$ cat src/design/mdioc22_pkg.sv
`default_nettype none

package mdioc22_pkg;

   // Default preamble length in MDC periods.
   localparam int PREAMBLE_BITS_DEFAULT = 32;

   // Frame body lengths after the preamble.
   localparam int READ_HEAD_BITS   = 14;
   localparam int READ_SAMPLE_BITS = 18;
   localparam int WRITE_BODY_BITS  = 32;

   // Period counter width; it holds the longest frame, 32 + 32 periods.
   localparam int COUNT_W = 7;

   // Fixed frame bits: start 01 and read opcode 10, and for a write start 01,
   // opcode 01 and turnaround 10.
   localparam logic [3:0]  READ_HEAD    = 4'b0110;
   localparam logic [31:0] WRITE_FRAME  = 32'h5002_0000;

   // Beat widths on the stream ports.
   localparam int REQ_TDATA_W = 32;
   localparam int REQ_TUSER_W = 2;
   localparam int RSP_TDATA_W = 24;

   // Item kinds carried on the request tuser.
   typedef enum logic [1:0] {
      ACTION_TICK  = 2'd0,
      ACTION_READ  = 2'd1,
      ACTION_WRITE = 2'd2
   } action_type;

   // One request item.
   typedef struct packed {
      logic [1:0]  action;
      logic [4:0]  phy_address;
      logic [4:0]  register_address;
      logic [15:0] write_data;
      logic        mdio_in;
   } req_item_type;

   // One result item.
   typedef struct packed {
      logic        mdio_out;
      logic        mdio_drive;
      logic        busy_res;
      logic        done_res;
      logic [15:0] read_data;
      logic        start_refused;
   } rsp_item_type;

endpackage

`default_nettype wire

$ cat src/design/mdio_clause22_management_master.sv
`default_nettype none
// A request beat passes through the input register, then the result register.
// Throughput: one beat per cycle unless rsp_tready stalls the result register;
// each register holds one item, and the frame sequencer handles one item per step.
// Reset: synchronous, active high; clears the pipeline and all frame state,
// leaving the master idle with the line released.

module mdio_clause22_management_master import mdioc22_pkg::*; #(
   parameter int PREAMBLE_BITS = PREAMBLE_BITS_DEFAULT
) (
   input  wire logic                   clock,
   input  wire logic                   reset,
   input  wire logic                   req_tvalid,
   output      logic                   req_tready,
   // [4:0] phy_address, [9:5] register_address, [25:10] write_data,
   // [26] mdio_in, [31:27] zero
   input  wire logic [REQ_TDATA_W-1:0] req_tdata,
   // [1:0] action
   input  wire logic [REQ_TUSER_W-1:0] req_tuser,
   output      logic                   rsp_tvalid,
   input  wire logic                   rsp_tready,
   // [0] mdio_out, [1] mdio_drive, [2] busy_res, [3] done_res,
   // [19:4] read_data, [20] start_refused, [23:21] zero
   output      logic [RSP_TDATA_W-1:0] rsp_tdata
);

   logic         in_valid_ff;
   req_item_type in_item_ff;
   logic         out_valid_ff;
   rsp_item_type out_item_ff;
   rsp_item_type core_result;
   logic         advance;

   // The input register moves on when the result register is free or draining.
   assign advance    = in_valid_ff && (!out_valid_ff || rsp_tready);
   assign req_tready = !in_valid_ff || advance;

   // Input register.
   always_ff @(posedge clock) begin
      if (reset) begin
         in_valid_ff <= 1'b0;
      end else if (req_tready) begin
         in_valid_ff <= req_tvalid;
      end
   end

   always_ff @(posedge clock) begin
      if (req_tready && req_tvalid) begin
         in_item_ff.action           <= req_tuser[1:0];
         in_item_ff.phy_address      <= req_tdata[4:0];
         in_item_ff.register_address <= req_tdata[9:5];
         in_item_ff.write_data       <= req_tdata[25:10];
         in_item_ff.mdio_in          <= req_tdata[26];
      end
   end

   mdioc22_core #(
      .PREAMBLE_BITS (PREAMBLE_BITS)
   ) u_core (
      .clock  (clock),
      .reset  (reset),
      .step   (advance),
      .item   (in_item_ff),
      .result (core_result)
   );

   // Result register.
   always_ff @(posedge clock) begin
      if (reset) begin
         out_valid_ff <= 1'b0;
      end else if (advance) begin
         out_valid_ff <= 1'b1;
      end else if (rsp_tready) begin
         out_valid_ff <= 1'b0;
      end
   end

   always_ff @(posedge clock) begin
      if (advance) begin
         out_item_ff <= core_result;
      end
   end

   assign rsp_tvalid = out_valid_ff;
   assign rsp_tdata  = {3'd0,
                        out_item_ff.start_refused,
                        out_item_ff.read_data,
                        out_item_ff.done_res,
                        out_item_ff.busy_res,
                        out_item_ff.mdio_drive,
                        out_item_ff.mdio_out};

endmodule

`default_nettype wire

$ cat src/design/mdioc22_core.sv
`default_nettype none

module mdioc22_core import mdioc22_pkg::*; #(
   parameter int PREAMBLE_BITS = PREAMBLE_BITS_DEFAULT
) (
   input  wire logic         clock,
   input  wire logic         reset,
   input  wire logic         step,
   input  wire req_item_type item,
   output rsp_item_type      result
);

   localparam logic [COUNT_W-1:0] PRE_END  = COUNT_W'(PREAMBLE_BITS);
   localparam logic [COUNT_W-1:0] HEAD_END = COUNT_W'(PREAMBLE_BITS + READ_HEAD_BITS);
   localparam logic [COUNT_W-1:0] READ_END =
      COUNT_W'(PREAMBLE_BITS + READ_HEAD_BITS + READ_SAMPLE_BITS);
   localparam logic [COUNT_W-1:0] WRITE_END = COUNT_W'(PREAMBLE_BITS + WRITE_BODY_BITS);

   logic [31:0]        frame_shift_ff,   frame_shift_in;
   logic [COUNT_W-1:0] period_count_ff,  period_count_in;
   logic               read_ff,          read_in;
   logic               active_ff,        active_in;
   logic [15:0]        capture_shift_ff, capture_shift_in;

   logic [COUNT_W-1:0] count_next;
   logic [COUNT_W-1:0] total_periods;

   assign count_next    = period_count_ff + COUNT_W'(1);
   assign total_periods = read_ff ? READ_END : WRITE_END;

   // Frame sequencer: one request item per step.
   always_comb begin
      frame_shift_in   = frame_shift_ff;
      period_count_in  = period_count_ff;
      read_in          = read_ff;
      active_in        = active_ff;
      capture_shift_in = capture_shift_ff;
      result           = '0;

      unique case (item.action)
         ACTION_READ, ACTION_WRITE: begin
            if (active_ff) begin
               result.start_refused = 1'b1;
            end else begin
               if (item.action == ACTION_READ) begin
                  frame_shift_in = {READ_HEAD, item.phy_address, item.register_address,
                                    18'd0};
                  read_in        = 1'b1;
               end else begin
                  frame_shift_in = WRITE_FRAME
                                 | {4'd0, item.phy_address, item.register_address, 18'd0}
                                 | {16'd0, item.write_data};
                  read_in        = 1'b0;
               end
               active_in        = 1'b1;
               period_count_in  = '0;
               capture_shift_in = '0;
            end
         end
         ACTION_TICK: begin
            if (active_ff) begin
               // Preamble ones, then driven frame bits, then for a read sampling periods.
               priority if (period_count_ff < PRE_END) begin
                  result.mdio_out   = 1'b1;
                  result.mdio_drive = 1'b1;
               end else if (!read_ff || period_count_ff < HEAD_END) begin
                  result.mdio_out   = frame_shift_ff[31];
                  result.mdio_drive = 1'b1;
                  frame_shift_in    = {frame_shift_ff[30:0], 1'b0};
               end else begin
                  capture_shift_in = {capture_shift_ff[14:0], item.mdio_in};
               end
               period_count_in = count_next;
               if (count_next >= total_periods) begin
                  result.done_res = 1'b1;
                  active_in       = 1'b0;
                  if (read_ff) begin
                     result.read_data = capture_shift_in;
                  end
               end
            end
         end
         default: begin
         end
      endcase

      result.busy_res = active_in;
   end

   // Transaction state, updated once per processed item.
   always_ff @(posedge clock) begin
      if (reset) begin
         frame_shift_ff   <= '0;
         period_count_ff  <= '0;
         read_ff          <= 1'b0;
         active_ff        <= 1'b0;
         capture_shift_ff <= '0;
      end else if (step) begin
         frame_shift_ff   <= frame_shift_in;
         period_count_ff  <= period_count_in;
         read_ff          <= read_in;
         active_ff        <= active_in;
         capture_shift_ff <= capture_shift_in;
      end
   end

endmodule

`default_nettype wire
$ cat config.mk
export PLATFORM = sky130hd
export DESIGN_NAME = mdio_clause22_management_master
export DESIGN_NICKNAME = d
export VERILOG_FILES = /design/src/design/mdioc22_pkg.sv /design/src/design/mdio_clause22_management_master.sv /design/src/design/mdioc22_core.sv
export SDC_FILE = /design/constraint.sdc
export NUM_CORES = 1
export LEC_CHECK = 0
export ABC_CLOCK_PERIOD_IN_PS = 4820
export BUFFER_PORTS_ARGS = -buffer_cell sky130_fd_sc_hd__buf_2
export CORE_MARGIN = 2
export CORE_UTILIZATION = 45
export CTS_BUF_LIST = sky130_fd_sc_hd__clkbuf_4
export DETAILED_ROUTE_END_ITERATION = 8
export GPL_ROUTABILITY_DRIVEN = 0
export PLACE_DENSITY_LB_ADDON = 0.05
export SKIP_LAST_GASP = 1
export SYNTH_ARGS = -nofsm -noshare
export SYNTH_HDL_FRONTEND = slang
export SYNTH_HIERARCHICAL = 1
export SYNTH_SLANG_ARGS = --single-unit
$ cat constraint.sdc
create_clock -name clock -period 4.82 [get_ports clock]
set_clock_uncertainty 0.2 [all_clocks]
set_input_delay 0 -clock clock [delete_from_list [all_inputs] [get_ports clock]]
set_output_delay 0 -clock clock [all_outputs]
set_load 0.005 [all_outputs]
* Word level (Yosys, flattened, before mapping)
Cells that the tools add are included.
Cells by class: $add $sub $neg 1, $lt $le $gt $ge 3, equal/unequal tests 6, mux-type cells 25, bitwise gates (word level) 2, reductions and logical operators 17
Operator list (number):
- 32-bit 2-to-1 mux | 5
- 16-bit 2-to-1 mux | 5
- 32-bit case mux with 2 select lines | 1
- 16-bit case mux with 2 select lines | 1
- 31-bit by 16-bit bitwise OR with 31-bit output | 1
- 17-bit 2-to-1 mux | 1
- 7-bit by 6-bit < comparator with 1-bit output (second input constant) | 2
- 7-bit 2-to-1 mux | 2
- 7-bit case mux with 2 select lines | 1
- 4-bit AND reduction | 2
- 7-bit by 1-bit adder with 7-bit output (second input constant) | 1
- 7-bit greater-or-equal comparator (second input constant) | 1
- 1-bit 2-to-1 mux | 6
- 6-bit AND reduction | 1
- 2-bit 2-to-1 mux | 2
- 2-bit by 1-bit inequality test with 1-bit output (second input constant) | 2
- 2-bit inequality test (second input constant) | 2
- 2-bit nonzero test | 2
- 1-bit logical NOT | 3
- 1-bit logical OR | 3
- 3-bit AND reduction | 1
- 2-bit by 1-bit equality test with 1-bit output (second input constant) | 1
- 2-bit equality test (second input constant) | 1
- 1-bit logical AND | 2
- 5 further kinds | 5
Word-level totals: flip-flop bits (word level) 109, bits of input ports 38, output and inout bits 26, logic and storage cells 72

* Longest topological paths before layout
Gate-level depths: netlist (run 1).
word-level depth 6, depth in mapped cells 8, gate-level depth less buffers 6

* Modules after synthesis
Netlist (run 1), hierarchy kept.
Modules (own cells, without submodules):
- mdioc22_core | instances 1, cells each 302, area each 2741.4 sq um, seq. area each 1141.1 sq um
- mdio_clause22_management_master | instances 1, cells each 64, area each 1631.6 sq um, seq. area each 1541.5 sq um

* Worst setup path before layout (run 1)
No wires, ideal clock.
kind flip-flop to flip-flop, start register out_valid_ff (netlist: rsp_tvalid), end register u_core.capture_shift_ff[15], arrival 2.109 ns, data required time 4.561 ns, setup slack 2.453 ns, cell stages (with the launch flop) 8, clock period less this slack 2.367 ns, cell sequence dfxtp_1 nand2b_1 and2_2 nor2b_1 a31o_2 a21oi_1 clkbuf_1 a22o_1
Between the ends: word-level cells in the longest chain between the ends 4
RTL lines:
- start: declaration | line mdio_clause22_management_master.sv:29 | logic out_valid_ff;
- start signal: assignment | line mdio_clause22_management_master.sv:70 | out_valid_ff <= 1'b0;
- start signal: assignment | line mdio_clause22_management_master.sv:72 | out_valid_ff <= 1'b1;
- start signal: assignment | line mdio_clause22_management_master.sv:74 | out_valid_ff <= 1'b0;
- 1-bit logical NOT | line mdio_clause22_management_master.sv:35 | assign advance = in_valid_ff && (!out_valid_ff || rsp_tready);
- 1-bit logical OR | line mdio_clause22_management_master.sv:35
- 1-bit logical AND | line mdio_clause22_management_master.sv:35
- net advance | line mdio_clause22_management_master.sv:32 | logic advance;
- 4-bit AND reduction (no source line)
- end signal: assignment | line mdioc22_core.sv:103 | capture_shift_ff <= capture_shift_in;
- end: declaration | line mdioc22_core.sv:23 | logic [15:0] capture_shift_ff, capture_shift_in;
The timed path passes the listed nets, and every way through them passes these cells. A chain may end at the register's enable or synchronous reset.

* Worst setup path in the final report (run 1)
start register in_item_ff[28] (netlist bit), end register u_core.frame_shift_ff[16]
Between the ends: word-level cells in the longest chain between the ends 4, elaborated cells on any way between the ends 13, those cells by class eq/ne: 6; mux: 3; reduce/logical: 4
RTL lines:
- start: declaration | line mdio_clause22_management_master.sv:28 | req_item_type in_item_ff;
- 2-bit equality test or 2-bit by 1-bit equality test with 1-bit output (tied branches) | line mdioc22_core.sv:40, mdioc22_core.sv:45
- 2-bit OR reduction or 32-bit 2-to-1 mux (tied branches) | line mdioc22_core.sv:40, mdioc22_core.sv:45
- 2-bit inequality test (no source line) (tied with other cells)
- 6-bit AND reduction (no source line) or 32-bit case mux with 2 select lines (tied branches)
- end signal: assignment | line mdioc22_core.sv:99 | frame_shift_ff <= frame_shift_in;
- end: declaration | line mdioc22_core.sv:19 | logic [31:0] frame_shift_ff, frame_shift_in;
Parallel ways exist; a longest one is shown, timed or not. The select of a mux whose other input is x is not followed.

==> run summary, run 1 <==
The flow ran to the end, and the final reports show no timing, DRC or antenna violations. Row generation in the floorplan step produced 35 rows. On the critical path the largest part of the delay comes from simple AND/OR/NAND/NOR gates. The post-cts hold buffer count came out at 34. The layout cell share with drive strength beyond 1 came out at 0.185.

The most frequently used flop master after synthesis is sky130_fd_sc_hd__dfxtp_1. The post-synthesis average cell area came out at 11.9 µm². The layout filler cell count came out at 831. The count of warnings emitted by yosys is 6. The first-pass GRT wire length is 13500 µm. STA classifies the critical path endpoint as a flop. The remaining max-slew budget at the tightest pin is 0.216. The TritonCTS buffer count is 9. The clock passes through at most 2 buffers. The delay of the slowest cell on the worst path came out at 0.94 ns. The via count of the first global-routing pass came to 2792. The clock net sink count is 109. For the pin with the worst max-slew slack, the measured transition is 1.18 ns. The final-stage net count came out at 485. The count of nets left with antenna violations once routing finished came out at 0. The design internal power is 1.18 mW. The share of total power dissipated in the clock network is 0.258. The path type of the worst min-delay path is in -> reg. The source of the critical timing path is in_item_ff[28]. The share of flip-flops with an asynchronous set or reset after synthesis came out at 0. The average via count per standard cell is 5.26. The clock latency on the worst-skew pair is 0.44 ns. The number of register bits inferred by synthesis came out at 109. Entering global routing, the biggest net connects 39 pins. Of the total power, the share spent switching nets is 0.246. The data required time at the worst endpoint came out at 4.92 ns.

The sequential-to-total area share from yosys stat came out at 0.613. Summing every instance area after synthesis gives 4370 µm². In this run the power spent charging and discharging nets is 0.385 mW. The signal on the critical path passes through inv_1, ha_1, nand2_1, a2111oi_4, buf_4, or2_1, o21ai_0.

The time the final worst path needs with I/O delays and setup came out at 3.44 ns. The TritonCTS clock tree is built. The type of the worst setup path is reg -> reg. In the final routed layout, each cell accounts on average for 14.1 µm.

The sort of element at the start of the critical path is a flop. Dividing total power by cell area gives a power density of 302 nW/µm². The number of antenna violations at the first check in global routing came out at 0. IR analysis of the VDD net gives a maximum drop of 0.000173 V. The final max-slew violation count came out at 0. The count of routing violations after the opening detailed-route iteration came out at 79. 64 I/O pins were placed. The vertical extent of the die is 103 µm. Across the run, the number of max-cap violations was 0. Setup repair after global routing left no endpoint under its margin. After clock tree synthesis, the clock-pin slew on the worst setup and hold paths is 0.17 ns. In this run the critical register-to-register path is launched from in_item_ff[28]. The upper clock frequency limit came out at 0.290 GHz.

The leakage power of the design came out at 1.82 nW. In the finished design, the share of the clock period the worst path needs comes to 0.714. The setup violation total in the final timing report is 0. The number of setup buffers added after CTS is 0. In this run the number of H-tree levels came out at 3. The first-pass detailed-route iteration total is 4. Data arrives at the worst endpoint at 3.54 ns.

The worst hold path begins at req_tdata[17]. The final HPWL from detailed placement came out at 4850 µm. The signed area change from the synthesized netlist to the final layout came out at 18.3%. The repair_antennas step left the layout with diodes totalling 0.

The number of remaining DRC errors came out at 0. The final-layout worst hold slack is 0.0384 ns. The number of enable flip-flop cells after synthesis is 50.

The worst path buffer plus inverter count came out at 2. Gates resized during post-CTS repair numbered 0. The count of final hold-check violations came out at 0. The share of total power dissipated in combinational logic is 0.088.

In the global route stage, overall resource usage came out at 0.164. Of all nets on the critical path, the largest fanout is 33. The accumulated negative setup slack is 0 ns. The die outline width came out at 103 µm. The floorplan die area came out at 10500 µm². The gate count of the mapped netlist came out at 366. The share of total power in sequential cells is 0.654. The effective utilization at floorplan came out at 0.469. The number of distinct library cells after synthesis came out at 43.

The residual overflow from global routing is 0. For this block, the via count after detailed routing is 3037. The area after detailed placement came out at 4720 µm².

The port buffer count came out at 55. The cell sitting at the root of the clock tree is a sky130_fd_sc_hd__clkbuf_4. The final instance area came out at 5170 µm². The aggregate routed wire length is 8110 µm.

The slowest stage of the critical path belongs to the cell sky130_fd_sc_hd__or2_1. The core region is 9330 µm².
flip-flops by register name (all words and copies together), names as in the netlist:
name and count:
u_core/period_count_ff 7, rsp_tdata 21, u_core/frame_shift_ff 32, u_core/active_ff 1, u_core/read_ff 1, in_valid_ff 1
u_core/capture_shift_ff 16, in_item_ff 29, rsp_tvalid 1
routing by layer:
| layer | vias up | routed length [µm] | track usage |
|---|---|---|---|
| met4 | 0 | 153 | 0.0708 |
| met5 | - | 0 | 0 |
| met2 | 71 | 3900 | 0.277 |
| met1 | 1423 | 3750 | 0.209 |
| met3 | 17 | 297 | 0.0258 |
| li1 | 1526 | - | - |
layout make-up:
cell class | count | area, µm² | share of cell area
flip-flops and latches | 109 | 2680 | 0.518
clock buffers | 9 | 67.6 | 0.0131
inverters | 9 | 33.8 | 0.00653
multi-input cells | 221 | 1530 | 0.296
clock inverters | 7 | 50.0 | 0.00967
well taps | 129 | 161 | 0.0312
repair buffers | 93 | 646 | 0.125
cell usage after synthesis (9+ instances only):
master                      n  share of area
sky130_fd_sc_hd__dfxtp_1   59           0.27
sky130_fd_sc_hd__nor3_1    28          0.032
sky130_fd_sc_hd__a21oi_1   12          0.014
sky130_fd_sc_hd__a22o_1    16          0.032
sky130_fd_sc_hd__buf_2     12          0.014
sky130_fd_sc_hd__nand2_1    9         0.0077
sky130_fd_sc_hd__a22oi_1   15          0.026
sky130_fd_sc_hd__a211oi_1  28          0.048
sky130_fd_sc_hd__mux2i_1   28          0.064
sky130_fd_sc_hd__clkbuf_1  12          0.010
sky130_fd_sc_hd__nor2_1    25          0.021
sky130_fd_sc_hd__edfxtp_1  50           0.34
sky130_fd_sc_hd__inv_1      9         0.0077
sky130_fd_sc_hd__o21ai_0   10          0.011
final timing paths:
check,end,slack [ns],cells past startpoint
worst max-delay path,u_core/frame_shift_ff[16],1.38,7
worst min-delay path,in_item_ff[8],0.04,2
worst min register to register,u_core/frame_shift_ff[16],0.27,2
worst max register to register,u_core/frame_shift_ff[16],1.38,7
power by group through the flow:
| stage | Sequential, mW | Clock, mW | Combinational (mW) |
|---|---|---|---|
| floorplan | 1.04 | 0 | 0.0813 |
| global placement | 1.04 | 0 | 0.114 |
| detailed placement | 1.04 | 0 | 0.117 |
| CTS | 1.02 | 0.417 | 0.138 |
| global route | 1.03 | 0.457 | 0.154 |
| finish | 1.02 | 0.404 | 0.137 |
cells in the final DEF, fill, tap and decap left out, drive strengths merged, types with 2 or more instances in the layout:
| cell type | n |
|---|---|
| dfxtp | 59 |
| buf | 59 |
| edfxtp | 50 |
| dlygate4sd3 | 34 |
| mux2i | 28 |
| a211oi | 28 |
| nor3 | 28 |
| nor2 | 25 |
| a22o | 16 |
| a22oi | 15 |
| a21oi | 13 |
| o21ai | 10 |
| inv | 10 |
| clkbuf | 9 |
| nand2 | 9 |
| nand3 | 5 |
| nand4 | 5 |
| clkinv | 5 |
| nand2b | 4 |
| or3 | 4 |
| ha | 4 |
| conb | 3 |
| o21a | 3 |
| nor2b | 2 |
| and2 | 2 |
| a21boi | 2 |
cells by family (layout without fill, tap and decap cells):
kind of cell / after synthesis / in the layout / share of synthesized area
AO/OA/AOI/OAI: 93 / 93 / 0.158
XOR/XNOR: 1 / 1 / 0.00200
adder cells (fa/ha/maj): 4 / 4 / 0.0114
buffers and inverters: 38 / 118 / 0.0395
flip-flops: 109 / 109 / 0.613
multiplexers: 29 / 29 / 0.0667
other: 1 / 3 / 0.000858
AND/OR/NAND/NOR: 91 / 91 / 0.108
stage by stage:
step	std cells	utilization	setup WS (ns)	total power, mW
after detailed placement	527	0.506	1.41	1.16
after CTS	577	0.555	1.37	1.58
after floorplan	368	-	2.45	1.12
final	577	0.555	1.38	1.56
after global placement	527	0.506	1.48	1.16
after global routing	577	0.555	1.06	1.64
Note: power is estimated with default switching activity, not from simulation.
==> run 2: changes to the inputs <==
--- a/config.mk
+++ b/config.mk
@@ -5,7 +5,8 @@
 export SDC_FILE = /design/constraint.sdc
 export NUM_CORES = 1
 export LEC_CHECK = 0
-export ABC_CLOCK_PERIOD_IN_PS = 4820
+export ABC_AREA = 1
+export ABC_CLOCK_PERIOD_IN_PS = 2900
 export BUFFER_PORTS_ARGS = -buffer_cell sky130_fd_sc_hd__buf_2
 export CORE_MARGIN = 2
 export CORE_UTILIZATION = 45
==> constraint.sdc (replaced) <==
create_clock -name clock -period 2.9 [get_ports clock]
set_clock_uncertainty 0.2 [all_clocks]
set_input_delay 0 -clock clock [delete_from_list [all_inputs] [get_ports clock]]
set_output_delay 0 -clock clock [all_outputs]
set_load 0.005 [all_outputs]
==> run summary, run 2 <==
The run finished with clean final reports. The port buffer count is 55. In the routed design, unresolved DRC markers number 0. In the synthesized netlist, the cells that appear most often are sky130_fd_sc_hd__nand2_1, sky130_fd_sc_hd__inv_1, sky130_fd_sc_hd__nor2_1.

For this run, the detailed router's first-pass iteration total came to 5. Counting flops and latches in the post-synthesis netlist gives 109. The core area is 10400 µm². Of the total synthesized cell area, the portion taken by full adders, half adders and majority gates is 0.0103. Summed over all instances, the cell type with the most area after synthesis is sky130_fd_sc_hd__edfxtp_1. The total power draw came out at 2.86 mW.

The residual overflow from global routing is 0. Post-CTS timing repair inserted 0 buffers for setup. Leaving out fill and tap cells, the most frequent cells in the layout are sky130_fd_sc_hd__nand2_1, sky130_fd_sc_hd__inv_1, sky130_fd_sc_hd__nor2_1. The proportion of synthesized area in mux cells is 0.

Data on the critical path is required at its endpoint by 3.09 ns. The signed area change from the synthesized netlist to the final layout came out at 20.0%. The final critical-path setup slack came out at 0.613 ns. The TritonCTS clock tree is built.

The most frequently used flop master after synthesis is sky130_fd_sc_hd__dfxtp_1. The final-layout worst hold slack came out at 0.0409 ns. In this run the horizontal extent of the chip is 108 µm. The number of enable flip-flop cells after synthesis is 50. The final max-slew violation count is 0. The fraction of the cycle the final worst path needs is 0.788. The effective utilization at floorplan came out at 0.467.

The worst-case setup slack after placement came out at 0.617 ns. The gate count of the mapped netlist is 555. The fraction of post-synthesis cell area in the top cell type by area is 0.310.

The count of warnings emitted by yosys came out at 6. The compound-gate portion of the synthesized area is 0.119. The clock transition at the register clock pins on the worst setup and hold paths after CTS is 0.16 ns. The number of antenna violations at the first check in global routing is 0. The aggregate routed wire length came out at 9420 µm. The combinational family with the most area after synthesis is simple AND/OR/NAND/NOR gates. The H-tree depth came out at 3. In this run the worst hold path is classified as in -> reg. The accumulated negative setup slack is 0 ns. The type of the worst setup path is reg -> reg.

The buffer depth of the longest clock path is 2. Setup repair after global routing left no endpoint under its margin. The leakage power of the design came out at 2.51 nW. The worst setup path is launched from a flop. The first global-routing pass estimated 16000 µm of wire.

By instance count, the leading cell after synthesis is sky130_fd_sc_hd__nand2_1. Yosys attributes the largest share of cell area to sky130_fd_sc_hd__edfxtp_1, sky130_fd_sc_hd__dfxtp_1, sky130_fd_sc_hd__nand2_1. STA classifies the critical path endpoint as a flop. The number of routed nets with antenna violations is 0. After detailed routing, the number of vias per cell comes to 4.82. The global routing usage summed across all routing layers came out at 0.176. The setup violation total in the final timing report is 0.

The peak ir drop on the vdd network came out at 0.000331 V. u_core/frame_shift_ff holds more flip-flops than any other register. The clock net sink count came out at 109. The number of flip-flops under the largest register name came out at 32. The count of final hold-check violations came out at 0.

The largest fanout on the critical path is 24. Buffers inserted during clock tree synthesis total 9. The number of cells in the finished layout apart from fillers is 789. The layout filler cell count is 936. The remaining max-slew budget at the tightest pin came out at 0.600. The layout cell share with drive strength beyond 1 is 0.144. The final HPWL from detailed placement came out at 5540 µm. The time the final worst path needs with I/O delays and setup came out at 2.29 ns. For this run, asynchronously set or reset flops after synthesis account for 0. The number of cells in the design after placement came out at 724.

The count of routing violations after the opening detailed-route iteration came out at 200. The critical path arrival is 2.47 ns. The number of distinct library cells after synthesis came out at 37.

The final-stage net count is 690. The via count is 3803. The power density relative to cell area came out at 493 nW/µm². The vertical extent of the die came out at 108 µm.

The pin count of the biggest net entering global routing is 44. Clock tree synthesis selected as its root buffer the cell sky130_fd_sc_hd__clkbuf_4. The synthesized area is 4840 µm².

The floorplan die area came out at 11600 µm². The post-synthesis average cell area came out at 8.72 µm². The standard-cell row count came out at 37.

Max-cap violations in this run came to 0. The post-synthesis share of cell area spent on and, or, nand and nor gates came out at 0.205. The actual slew at the worst max-slew pin came out at 0.598 ns. The clock latency on the worst-skew pair came out at 0.46 ns. The XOR/XNOR share of the synthesized area came out at 0.00181. The via count of the first global-routing pass came out at 3467. The number of hold buffers added after CTS was 37. The wire length per cell after detailed routing came out at 11.9 µm. The most common cell after layout, fill and taps aside is sky130_fd_sc_hd__nand2_1. The count of boundary I/O pins is 64. The sequential-to-total area share from yosys stat came out at 0.554. Timing would allow up to 0.437 GHz. The antenna cell count came out at 0. The number of cells upsized or downsized after cts is 0.
[run 2: cell count changes in the layout (fill, tap and decap cells not counted), moves of 15 or more]
cell                            delta
sky130_fd_sc_hd__nand4_1          +16
sky130_fd_sc_hd__o211ai_1         +15
sky130_fd_sc_hd__nand2_1         +109
sky130_fd_sc_hd__nor2_1           +41
sky130_fd_sc_hd__o21ai_0          +21
sky130_fd_sc_hd__a22o_1           -16
sky130_fd_sc_hd__a211oi_1         -28
sky130_fd_sc_hd__inv_1            +72
sky130_fd_sc_hd__dlygate4sd3_1    +15
sky130_fd_sc_hd__mux2i_1          -28
sky130_fd_sc_hd__nor3_1           -22
sky130_fd_sc_hd__a21oi_1          +19
[run 2: logic make-up after synthesis]
group | after synthesis
other | 1
AOI/OAI and AO/OA | 97
xor gates and xnor gates | 1
adders and majority gates | 4
buffers and inverters | 117
and+or+nand+nor | 226
DFF | 109
[run 2: layout make-up]
class / instances / area [µm²] / area share
Clock inverter: 4 / 72.6 / 0.0125
Clock buffer: 12 / 90.1 / 0.0155
Timing Repair Buffer: 112 / 826 / 0.142
Sequential cell: 109 / 2680 / 0.462
Multi-Input combinational cell: 331 / 1640 / 0.283
Tap cell: 136 / 170 / 0.0293
Inverter: 85 / 324 / 0.0558
[run 2: worst max-delay path, stage by stage (launching register included)]
cell                       delay, ns
sky130_fd_sc_hd__edfxtp_1       0.41
sky130_fd_sc_hd__inv_1          0.05
sky130_fd_sc_hd__ha_1           0.23
sky130_fd_sc_hd__inv_4          0.23
sky130_fd_sc_hd__o21ai_4        0.10
sky130_fd_sc_hd__nor2_4         0.27
sky130_fd_sc_hd__inv_4          0.17
sky130_fd_sc_hd__nor2_8         0.25
sky130_fd_sc_hd__o211ai_1       0.13
sky130_fd_sc_hd__a21oi_1        0.15
[run 2: per-layer routing]
layer	share of wire	track usage	vias to the layer above
met1	0.46	0.223	1744
li1	-	-	1981
met3	0.037	0.0448	9
met5	0	0	-
met2	0.49	0.294	69
met4	0.011	0.0568	0
[run 2: through the flow]
stage	utilization	area [µm²]
after floorplan	-	4850
after global placement	0.497	5160
after detailed placement	0.497	5160
after CTS	0.549	5690
after global routing	0.560	5810
final	0.560	5810
[run 2: worst paths after layout]
| check | startpoint | end | slack (ns) | cells after the start |
|---|---|---|---|---|
| worst max-delay path | in_item_ff[27] | u_core/capture_shift_ff[11] | 0.61 | 9 |
| worst min-delay path | req_tuser[0] | in_item_ff[27] | 0.04 | 2 |
| worst max register to register | in_item_ff[27] | u_core/capture_shift_ff[11] | 0.61 | 9 |
| worst min register to register | u_core/frame_shift_ff[30] | u_core/frame_shift_ff[30] | 0.26 | 2 |
[run 2: power by group]
group / internal [mW] / switching, mW / leakage, nW
logic: 0.131 / 0.178 / 1.44
clock network: 0.379 / 0.472 / 0.0892
registers: 1.67 / 0.0273 / 0.981
==> run 3: changes to the inputs <==
--- a/config.mk
+++ b/config.mk
@@ -6,7 +6,7 @@
 export NUM_CORES = 1
 export LEC_CHECK = 0
 export ABC_AREA = 1
-export ABC_CLOCK_PERIOD_IN_PS = 2900
+export ABC_CLOCK_PERIOD_IN_PS = 2250
 export BUFFER_PORTS_ARGS = -buffer_cell sky130_fd_sc_hd__buf_2
 export CORE_MARGIN = 2
 export CORE_UTILIZATION = 45
==> constraint.sdc (replaced) <==
create_clock -name clock -period 2.25 [get_ports clock]
set_clock_uncertainty 0.2 [all_clocks]
set_input_delay 0 -clock clock [delete_from_list [all_inputs] [get_ports clock]]
set_output_delay 0 -clock clock [all_outputs]
set_load 0.005 [all_outputs]
==> run summary, run 3 (same netlist as run 2, synthesis figures left out) <==
In the layout the commonest cells are sky130_fd_sc_hd__nand2_1, sky130_fd_sc_hd__inv_1, sky130_fd_sc_hd__nor2_1. The residual overflow from global routing is 0. The die outline width is 108 µm. The upper clock frequency limit is 0.472 GHz. The number of routed nets with antenna violations is 0. The count of final hold-check violations came out at 0. The worst setup path is captured at a flop. In this run the worst hold path is classified as in -> reg.

The number of antenna violations at the first check in global routing was 0. The worst-case setup slack after placement came out at 0.0781 ns. The core area came out at 10400 µm². The port buffer count is 55. The clock latency on the worst-skew pair is 0.45 ns. Dividing total power by cell area gives a power density of 622 nW/µm². 0 antenna diodes ended up in the layout.

For this configuration, the core starts out at a cell density of 0.467. Summed over all cells, the static leakage comes to 2.49 nW. The setup violation total in the final timing report is 0.

The final critical-path setup slack is 0.132 ns. The final HPWL from detailed placement is 5800 µm. The data required time at the worst endpoint came out at 2.44 ns. The number of flip-flops under the largest register name came out at 32. The final max-slew violation count came out at 0. The pin count of the biggest net entering global routing is 44. Among the stages of the critical path, the cell type that occurs most often is sky130_fd_sc_hd__nand2_1.

Pin placement for this block handled 64 I/O pins. In this design, the largest share of critical-path delay is due to simple AND/OR/NAND/NOR gates. The average via count per standard cell is 4.84. The wire length per cell after detailed routing came out at 12.2 µm. The global routing usage summed across all routing layers is 0.170. The largest fanout on the critical path came out at 17. The layout filler cell count is 972. The via count came out at 3813.

The vertical extent of the die is 108 µm. The count of max-cap constraint violations came out at 0. In this design, the stage delay of the slowest critical-path cell is 0.43 ns. The area after detailed placement came out at 5210 µm². Among all stages on the critical path, the largest delay is contributed by sky130_fd_sc_hd__edfxtp_1. The H-tree depth came out at 3. The die covers 11600 µm². The worst path buffer plus inverter count came out at 3. The critical path arrival came out at 2.30 ns. Ranked by flip-flop count, first place goes to u_core/frame_shift_ff.

After detailed routing, the total wire length is 9640 µm. The first-pass detailed-route iteration total came out at 4. The flow ran to the end, and the final reports show no timing, DRC or antenna violations. The sort of element at the start of the critical path is a flop. Traced cell by cell, the critical path runs through inv_1, ha_1, nand2_1, nand2_1, nor2_4, inv_4, nor2_8, buf_4, nand2_1, a21oi_1. Setup repair after global routing could not meet its margin everywhere. The final-stage net count is 688. The signed area change from the synthesized netlist to the final layout came out at 19.6%. The cell at the root of the clock tree is sky130_fd_sc_hd__clkbuf_4. Across the VDD grid, the largest voltage drop is 0.000342 V. In this run the core area contains 37 standard-cell rows. TritonCTS built the clock tree.

The time the final worst path needs with I/O delays and setup is 2.12 ns. After routing the design area is 5790 µm². The TritonCTS buffer count is 9. The clock net in this run drives a total of 109 sinks. The via count of the first global-routing pass is 3587. Leaving out fill and tap cells, the most frequent cell in the layout is sky130_fd_sc_hd__nand2_1. Of the cells placed in the final design, the portion with a size suffix greater than 1 is 0.167. The first global-routing pass estimated 16000 µm of wire. The utilization after layout came out at 0.558. The count of routing violations after the opening detailed-route iteration is 167.

The setup path with the least slack is of type reg -> reg. In the finished design, the share of the clock period the worst path needs comes to 0.941. The buffer depth of the longest clock path is 2. The number of remaining DRC errors is 0. After clock tree synthesis, the clock-pin slew on the worst setup and hold paths is 0.16 ns.
-- run 3: changes by cell type in the layout (fill, tap and decap cells not counted), sizes merged, moves of 2 or more --
cell         before  now
clkinv            3    1
dlygate4sd3      49   34
nand3             5    8
buf              63   73
clkinvlp          0    3
-- run 3: per-stage QoR --
step / TNS, ns / power (mW) / instances / hold slack (ns)
floorplan: 0 / 2.48 / 557 / -0.138
global placement: 0 / 2.57 / 730 / -0.0231
detailed placement: 0 / 2.58 / 730 / -0.0219
CTS: 0 / 3.63 / 780 / 0.0149
global route: -0.221 / 3.78 / 787 / 0.0126
finish: 0 / 3.60 / 787 / 0.0485
-- run 3: final cells by class --
type	instances	area (µm²)	area share
clock inverters	5	61.3	0.0106
inverters	85	324	0.0560
clock buffers	11	82.6	0.0143
flip-flops and latches	109	2680	0.463
multi-input cells	334	1700	0.294
repair buffers	107	763	0.132
well taps	136	170	0.0294
-- run 3: final timing paths --
path,startpoint,cells past startpoint,slack [ns],endpoint
max,in_item_ff[28],10,0.13,u_core/period_count_ff[6]
min,req_tdata[6],2,0.05,in_item_ff[18]
max reg2reg,in_item_ff[28],10,0.13,u_core/period_count_ff[6]
min reg2reg,u_core/frame_shift_ff[30],2,0.25,u_core/frame_shift_ff[30]
-- run 3: repair_timing --
| action | 4_1_cts | 5_1_grt |
|---|---|---|
| buffers inserted | 0 | 4 |
| hold buffers | 34 | 0 |
| endpoints found under the setup margin | 0 | 41 |
| gates resized for setup | 0 | 4 |
| endpoints found under the hold margin | 82 | 0 |
-- run 3: power by group --
group / switching, mW / internal, mW / leakage [nW]
Clock: 0.629 / 0.368 / 0.0697
Sequential: 0.0355 / 2.16 / 0.981
Combinational: 0.241 / 0.167 / 1.44
-- run 3: layer usage --
metal,part of all wire,vias up,track usage,routed length (µm)
li1,-,1987,-,-
met1,0.47,1761,0.209,4510
met2,0.50,55,0.302,4810
met3,0.021,10,0.0260,204
met4,0.012,0,0.0586,115
met5,0,-,0,0
